`src/rtl/psu_pkg.sv`:
```
// Shared types, widths and constants of the Phong shading pipeline.
// No dependencies; every rtl module imports this package.
package psu_pkg;

  // Component and fraction formats
  localparam int COMP_BITS = 16;
  localparam int CFRAC     = COMP_BITS - 2;
  localparam int WF        = 16;
  localparam int UP        = WF - CFRAC;
  localparam int FIELD_W   = 3 * COMP_BITS;

  // Internal widths
  localparam int V_W     = COMP_BITS + UP;      // vector component in Q.16
  localparam int COL_W   = COMP_BITS + UP;      // colour channel in Q.16
  localparam int NL_W    = 2 * COMP_BITS + 2;   // full-precision dot product
  localparam int NL16_W  = 21;                  // N.L rescaled to Q.16
  localparam int P2_W    = NL16_W + V_W;        // nl16 * n16
  localparam int R_W     = 24;                  // reflected vector component
  localparam int RR_W    = 48;                  // |R|^2
  localparam int VR_W    = 43;                  // V.R when positive
  localparam int VRS_W   = 44;                  // signed V.R
  localparam int MAG_W   = RR_W / 2;            // |R|
  localparam int Q_W     = 17;                  // cosine quotient bits
  localparam int POW_TABLE_BITS = 8;
  localparam int LOGB    = POW_TABLE_BITS + 8;
  localparam int M_W     = 31;                  // log mantissa in Q.30
  localparam int K_W     = 5;
  localparam int NEG_W   = K_W + LOGB;
  localparam int POW_W   = 17;
  localparam int SPEC_W  = 19;
  localparam int DIFF_W  = 22;
  localparam int OUT_W   = 16;

  // N.L > 0.0001 in Q.28 is N.L > this bound
  localparam int EPS_NL  = (1 << (2 * CFRAC)) / 10000;
  localparam int CS_MIN  = 7;
  localparam int CS_ONE  = 1 << WF;

  typedef enum logic [2:0] {
    CFG_AMBIENT  = 3'd0,
    CFG_DIFFUSE  = 3'd1,
    CFG_SPECULAR = 3'd2,
    CFG_HARDNESS = 3'd3,
    CFG_TRANSMIT = 3'd4
  } cfg_idx_e;

  // Data that rides alongside the specular datapath
  typedef struct packed {
    logic [2:0][COL_W-1:0] obj;
    logic [2:0][COL_W-1:0] lc;
    logic                  front;
    logic [DIFF_W-1:0]     diff;
    logic                  spec_ok;
    logic [VR_W-1:0]       vr;
  } side_t;

  // Factor 2^(-2^-step) in Q.30 by repeated integer square roots
  function automatic logic [29:0] exp_root(input int unsigned step);
    longint unsigned r;
    longint unsigned x;
    longint unsigned res;
    longint unsigned bitv;
    r = 0;
    for (int unsigned j = 1; j <= step; j++) begin
      x = (j == 1) ? (64'd1 << 59) : (r << 30);
      res = 0;
      for (int b = 31; b >= 0; b--) begin
        bitv = 64'd1 << (2 * b);
        if (x >= res + bitv) begin
          x = x - (res + bitv);
          res = (res >> 1) + bitv;
        end else begin
          res = res >> 1;
        end
      end
      r = res;
    end
    return r[29:0];
  endfunction

endpackage

```
`src/rtl/psu_div.sv`:
```
// Pipelined restoring division V.R / |R| giving the Q.16 cosine, one quotient
// bit per stage, with an overflow flag for quotients beyond the range. Uses psu_pkg.
module psu_div (
  input  logic                      clk_i,
  input  logic                      rst_ni,
  input  logic                      en_i,
  input  logic                      valid_i,
  input  logic [psu_pkg::MAG_W-1:0] mag_i,
  input  psu_pkg::side_t            side_i,
  output logic                      valid_o,
  output logic [psu_pkg::Q_W-1:0]   quo_o,
  output logic                      ovf_o,
  output psu_pkg::side_t            side_o
);
  import psu_pkg::*;

  logic             v_q    [Q_W];
  logic [VR_W-1:0]  rem_q  [Q_W];
  logic [MAG_W-1:0] mag_q  [Q_W];
  logic [Q_W-1:0]   quo_q  [Q_W];
  logic             ovf_q  [Q_W];
  side_t            side_q [Q_W];

  for (genvar s = 0; s < Q_W; s++) begin : g_step
    localparam int B = Q_W - 1 - s;
    logic             vin, oin;
    logic [VR_W-1:0]  rin, trial, rem_d;
    logic [MAG_W-1:0] min_v;
    logic [Q_W-1:0]   qin, quo_d;
    side_t            sin;

    if (s == 0) begin : g_first
      assign vin   = valid_i;
      assign rin   = side_i.vr;
      assign min_v = mag_i;
      assign qin   = '0;
      assign oin   = side_i.vr >= (VR_W'(mag_i) << Q_W);
      assign sin   = side_i;
    end else begin : g_next
      assign vin   = v_q[s-1];
      assign rin   = rem_q[s-1];
      assign min_v = mag_q[s-1];
      assign qin   = quo_q[s-1];
      assign oin   = ovf_q[s-1];
      assign sin   = side_q[s-1];
    end

    // Subtract the shifted divisor when it fits
    always_comb begin
      trial = VR_W'(min_v) << B;
      quo_d = qin;
      if (rin >= trial) begin
        rem_d    = rin - trial;
        quo_d[B] = 1'b1;
      end else begin
        rem_d = rin;
      end
    end

    always_ff @(posedge clk_i or negedge rst_ni) begin
      if (!rst_ni) begin
        v_q[s] <= 1'b0;
      end else if (en_i) begin
        v_q[s] <= vin;
      end
    end

    always_ff @(posedge clk_i) begin
      if (en_i) begin
        rem_q[s]  <= rem_d;
        mag_q[s]  <= min_v;
        quo_q[s]  <= quo_d;
        ovf_q[s]  <= oin;
        side_q[s] <= sin;
      end
    end
  end

  assign valid_o = v_q[Q_W-1];
  assign quo_o   = quo_q[Q_W-1];
  assign ovf_o   = ovf_q[Q_W-1];
  assign side_o  = side_q[Q_W-1];

endmodule

```
`config.mk`:
```
export PLATFORM = sky130hd
export DESIGN_NAME = psu_div
export DESIGN_NICKNAME = d
export VERILOG_FILES = /design/src/rtl/psu_pkg.sv /design/src/rtl/psu_div.sv
export SDC_FILE = /design/constraint.sdc
export NUM_CORES = 2
export LEC_CHECK = 0
export BUFFER_PORTS_ARGS = -buffer_cell sky130_fd_sc_hd__buf_2
export CAP_MARGIN = 20
export CELL_PAD_IN_SITES_DETAIL_PLACEMENT = 0
export CELL_PAD_IN_SITES_GLOBAL_PLACEMENT = 2
export CORE_MARGIN = 2
export CORE_UTILIZATION = 30
export CTS_CLUSTER_SIZE = 30
export DETAILED_ROUTE_END_ITERATION = 7
export GPL_ROUTABILITY_DRIVEN = 0
export PLACE_DENSITY_LB_ADDON = 0.1
export SYNTH_ARGS = -nofsm -noshare
export SYNTH_HDL_FRONTEND = slang
export SYNTH_MEMORY_MAX_BITS = 65536
export SYNTH_SLANG_ARGS = --single-unit
export TNS_END_PERCENT = 1
```
`constraint.sdc`:
```
create_clock -name clk_i -period 4.46 [get_ports clk_i]
set_input_delay 0.223 -clock clk_i [delete_from_list [all_inputs] [get_ports clk_i]]
set_output_delay 0.223 -clock clk_i [all_outputs]
set_load 0.01 [all_outputs]
```
=== Yosys cells after proc, flatten, opt, wreduce, memory -nomap -nowiden ===
Memory sizes are Yosys's and may differ from the RTL's.
Cells that the tools add are included.

* Input port bits: 203
* Latch bits: 0
* Memories kept: 5
* Bits in read-only memories: 0
* Logic and storage cells: 93
* Bits in writable memories: 4420
* Register bits: 17
* Output and inout bits: 194

{| class="wikitable"
|+ Memories
! memory !! words !! width !! rd ports !! clocked after memory_dff !! wr ports !! RTL line !! source
|-
| side_q || 17 || 175 || 17 || 0 || 17 || psu_div.sv:22 || <nowiki>side_t side_q [Q_W];</nowiki>
|-
| rem_q || 17 || 43 || 16 || 0 || 17 || psu_div.sv:18 || <nowiki>logic [VR_W-1:0] rem_q [Q_W];</nowiki>
|-
| mag_q || 17 || 24 || 16 || 0 || 17 || psu_div.sv:19 || <nowiki>logic [MAG_W-1:0] mag_q [Q_W];</nowiki>
|-
| quo_q || 17 || 17 || 17 || 0 || 17 || psu_div.sv:20 || <nowiki>logic [Q_W-1:0] quo_q [Q_W];</nowiki>
|-
| ovf_q || 17 || 1 || 17 || 0 || 17 || psu_div.sv:21 || <nowiki>logic ovf_q [Q_W];</nowiki>
|}

* Mux-type cells: 36
* Multipliers: 0
* Order comparisons: 18
* Reduce and logical (&&, ||, !) cells: 0
* Divide/modulo/power cells: 0
* Eq/ne operators: 0
* Add/subtract/negate cells: 17
* Bitwise operators: 0
* Shifts and indexed selects: 0

{| class="wikitable"
|+ Operators with widths
! cell !! number
|-
| 43-bit two-way mux || 17
|-
| 43-bit by 24-bit greater-or-equal comparator with 1-bit output || 1
|-
| 43-bit by 25-bit greater-or-equal comparator with 1-bit output || 1
|-
| 43-bit by 26-bit greater-or-equal comparator with 1-bit output || 1
|-
| 43-bit by 27-bit greater-or-equal comparator with 1-bit output || 1
|-
| 43-bit by 28-bit greater-or-equal comparator with 1-bit output || 1
|-
| 43-bit by 29-bit greater-or-equal comparator with 1-bit output || 1
|-
| 43-bit by 30-bit greater-or-equal comparator with 1-bit output || 1
|-
| 43-bit by 31-bit greater-or-equal comparator with 1-bit output || 1
|-
| 43-bit by 32-bit greater-or-equal comparator with 1-bit output || 1
|-
| 43-bit by 33-bit greater-or-equal comparator with 1-bit output || 1
|-
| 43-bit by 34-bit greater-or-equal comparator with 1-bit output || 1
|-
| 43-bit by 35-bit greater-or-equal comparator with 1-bit output || 1
|-
| 43-bit by 36-bit greater-or-equal comparator with 1-bit output || 1
|-
| 43-bit by 37-bit greater-or-equal comparator with 1-bit output || 1
|-
| 43-bit by 38-bit greater-or-equal comparator with 1-bit output || 1
|-
| 43-bit by 39-bit greater-or-equal comparator with 1-bit output || 1
|-
| 43-bit by 40-bit greater-or-equal comparator with 1-bit output || 1
|-
| 43-bit by 41-bit greater-or-equal comparator with 1-bit output || 1
|-
| 43-bit by 24-bit subtractor with 43-bit output || 1
|-
| 43-bit by 25-bit subtractor with 43-bit output || 1
|-
| 43-bit by 26-bit subtractor with 43-bit output || 1
|-
| 43-bit by 27-bit subtractor with 43-bit output || 1
|-
| 43-bit by 28-bit subtractor with 43-bit output || 1
|-
| other kinds (13) || 31
|}

=== Logic depth before layout (Yosys ltp) ===
An unclocked memory read counts as a cell.

* Depth in word-level cells: 3
* Mapped depth: 15
* Depth with buffers taken out: 14

=== Worst setup path after synthesis ===
No wires, ideal clock.

* Path kind: register -> register
* From: memory rem_q[11][4] (netlist: rem_q[0][477])
* To: memory rem_q[12][34] (netlist: rem_q[0][550]) (data pin)
* Buffers on the path: 0
* Path slack: 1040 ps
* Setup time: 271 ps
* Cell stages (with the launch flop): 15
* Data required time: 4189 ps
* Clock period less this slack: 3420 ps
* Arrival time: 3149 ps
* Cell sequence: edfxtp_1 > inv_1 > ha_1 > inv_1 > fa_1 > a21o_1 > a221oi_2 > a21oi_1 > a211o_1 > a41o_1 > nand2_1 > nand3_2 > or3_2 > nor4_1 > xor2_1

{| class="wikitable"
|+ RTL lines
! what !! RTL line
|-
| start, declared || psu_div.sv:18
|}

==> results.yml <==
synth:
  async_flop_share_pct: 0.415
  ys_types: 91
  yosys_warnings: 0
  syn_area_um2: 153000
  yosys_most_used_dff: "edfxtp_1"
  yosysMostFrequentCell: "edfxtp_1"
  ys_ff_latch: 4098
  ys_seq_area_share_pct: 80.4
  synth_edf_count: 4081
  synth_top_area_share_pct: 80.1
  yosys.area.top_type: "edfxtp_1"
  synthCells: 8769
  synth_common_cells: "edfxtp_1, inv_1, a21oi_1"
  syn_area_per_cell_um2: 17.4
  synth_nets: 9420
  synth_area_leaders: "edfxtp_1, ha_1, a21oi_1"
cts:
  clkSlewWorstSetupHoldPaths_ps: 60
  cts_sinks: 4098
  cts_root_buffer: "clkbuf_16"
  htree_levels: 5
  cts_buffer_depth: 4
  post_cts_buffers: 0
  numCtsBuffers: 452
  cts_tree: "built"
  insertion_delay_ps: 980
power:
  vdd_drop_max_mv: 0.365
  leakagePower_nw: 65.7
  powerDensity_nw_per_um2: 572
  switching_share_pct: 26.8
  p_clk_share_pct: 34.7
  pwr-share-seq_pct: 47.8
  power_frac_comb_pct: 17.5
  p_sw_w: 0.0281
  p_int_w: 0.0767
timing:
  finalSetupViolations: 0
  fin_crit_sh_pct: 92.3
  rsz0062_at_grt: "no"
  slew_headroom_pct: 29.1
  max_freq_mhz: 243
  setup-tns-final_ps: 0
  tightest_slew_ps: 1060
  hold_viol_final: 0
  maxSlewViolCount: 0
  layout_min_cycle_time_ps: 4120
  fin_skew_ps: 91.0
cells_and_area:
  final_area_um2: 183000
  multi_input_area_um2: 27600
  stdcell_count: 17200
  nets: 10700
  final_core_util_pct: 36.0
  fillers: 47600
  area_delta_synth_final_pct: 19.8
  drive_gt1_share_pct: 12.7
  regArea_um2: 123000
routing:
  vias_per_cell: 4.34
  wire_per_inst_um: 17.4
  drt_iter0_markers: 4318
  route.met3.wl_um: 11800
  top_layer_used: "met4"
  met1_length_um: 129000
  wl_met2_um: 148000
  firstDrtPassIters: 7
  route.detailed.drc: 0
  ant_nets: 0
  detail_route.wirelength_um: 299000
  dr_total_vias: 74500
worst_setup_path:
  cp_data_arrival_time_ps: 4770
  cpPeakStageDelay_ps: 500
  path_cells: "inv_1, ha_1, inv_1, fa_1, a211oi_1, o211a_1, o31ai_2, a221oi_1, buf_4, o21ai_1, nand2_1, o31a_1, a2111oi_0, buf_4, nand2_1, xnor2_1"
  endpoint_kind: "register"
  cpMaxStageDelayCell: "a2111oi_0"
  worst-path-max-fanout: 6
  critPathKind: "register to register"
  critPathLaunchType: "register"
  required_ps: 5110
global_route:
  grt_pass1_wl_um: 462000
  grt_max_degree: 153
  gr-usage-all-layers_pct: 11.3
  overflow: 0
  antenna_found_initial: 8
  grt_pass1_vias: 77700
placement:
  place_hpwl_um: 198000
  dp.cells: 15900
  portBuffers: 396
  postPlaceCellArea_um2: 165000
floorplanning:
  die_h_um: 718
  start_util_pct: 30.1
  ios: 397
  core_area_um2: 508000
  row_count: 262
  die-area_um2: 516000
  die-width_um: 718
hold_path:
  hold_path_class: "input port to register"
job:
  drv_cap: 0
run_status:
  outcome: "complete, no violations"
## power groups by stage
stage / combinational (W) / sequential, W / clock, W
after floorplan: 0.0127 / 0.0497 / 0
after global placement: 0.0181 / 0.0510 / 0
after detailed placement: 0.0182 / 0.0510 / 0
after CTS: 0.0186 / 0.0502 / 0.0380
after global routing: 0.0206 / 0.0506 / 0.0395
final: 0.0183 / 0.0501 / 0.0364
## state kept, by name (all words and copies together), names as in the netlist
register	count
ovf_q	17
side_q	2839
rem_q	688
g_step.vin	16
quo_q	153
mag_q	384
valid_o	1
## worst paths after layout
path                                      startpoint                        end  slack, ps  depth (start not counted)
max                          rem_q[0][351]$_DFFE_PP_    rem_q[0][420]$_DFFE_PP_        340                         16
min                                         mag_i[0]      mag_q[0][0]$_DFFE_PP_        100                          2
max reg2reg                  rem_q[0][351]$_DFFE_PP_    rem_q[0][420]$_DFFE_PP_        340                         16
min reg2reg                side_q[0][1938]$_DFFE_PP_  side_q[0][2113]$_DFFE_PP_        360                          0
max in group asynchronous                     rst_ni        valid_o$_DFFE_PN0P_       3450                          3
min in group asynchronous                     rst_ni  g_step[7].vin$_DFFE_PN0P_        450                          3
## cells in the final DEF (no fill, tap or decap), drive strengths merged, types with 17 or more instances in the layout
master,netlist,routed
a211oi,34,34
a21o,214,214
a21oi,500,500
a31oi,28,28
and2,21,21
and3,39,39
buf,24,565
bufinv,0,42
clkbuf,106,553
clkinv,0,209
dfrtp,17,17
dlygate4sd3,0,390
edfxtp,4081,4081
ha,432,432
inv,538,548
mux2,89,89
nand2,413,413
nand2b,63,63
nand3,90,90
nand4,88,88
nor2,409,409
nor2b,61,61
nor3,106,106
nor4,84,84
nor4b,17,17
o211ai,27,27
o21a,47,47
o21ai,368,368
o21bai,47,47
o31ai,26,26
or2,18,18
or3,35,35
or4,27,27
xnor2,279,279
xor2,203,203
## worst max-delay path: cells and delay by family (launching register included)
| family | cells | cell delay [ps] |
|---|---|---|
| AO/OA/AOI/OAI | 7 | 2160 |
| buffers and inverters | 4 | 500 |
| adder cells (fa/ha/maj) | 2 | 430 |
| flip-flops | 1 | 370 |
| AND/OR/NAND/NOR | 2 | 170 |
| XOR/XNOR | 1 | 140 |
## per-stage QoR
stage,setup slack (ps),hold WS (ps),power (W)
after global routing,10.1,24.5,0.111
after floorplan,1040,-72.6,0.0625
after CTS,202,1.27,0.107
final,343,97.2,0.105
after detailed placement,304,172,0.0692
after global placement,248,159,0.0691
## cell type report
cell class / count / share of cell area [%]
Sequential cell: 4098 / 67.1
Multi-Input combinational cell: 4003 / 15.0
Clock buffer: 553 / 6.40
Tap cell: 6732 / 4.60
Timing Repair Buffer: 955 / 4.18
Clock inverter: 277 / 1.58
Inverter: 538 / 1.10
Antenna cell: 5 / 0.00683
## cell families (layout without fill, tap and decap cells)
logic type / count (synthesis) / in the layout / synth area share (%)
other: 0 / 5 / 0
buffers and inverters: 668 / 2323 / 1.66
and+or+nand+nor: 1529 / 1529 / 4.91
muxes: 90 / 90 / 0.674
AOI/OAI and AO/OA: 1454 / 1454 / 5.87
adders and majority gates: 448 / 448 / 3.74
xor gates and xnor gates: 482 / 482 / 2.76
DFF: 4098 / 4098 / 80.4
## timing repair
item | in CTS | in global routing
resized for setup | 0 | 0
hold buffers | 390 | 0
hold endpoints to repair | 318 | 0
## routing by layer
layer  vias to the layer above  global-route usage [%]
met5                         -                       0
met4                         0                    3.89
met3                       568                    2.05
met2                      1214                    19.7
met1                     36500                    14.1
li1                      36200                       -
(Power assumes the default switching activity.)
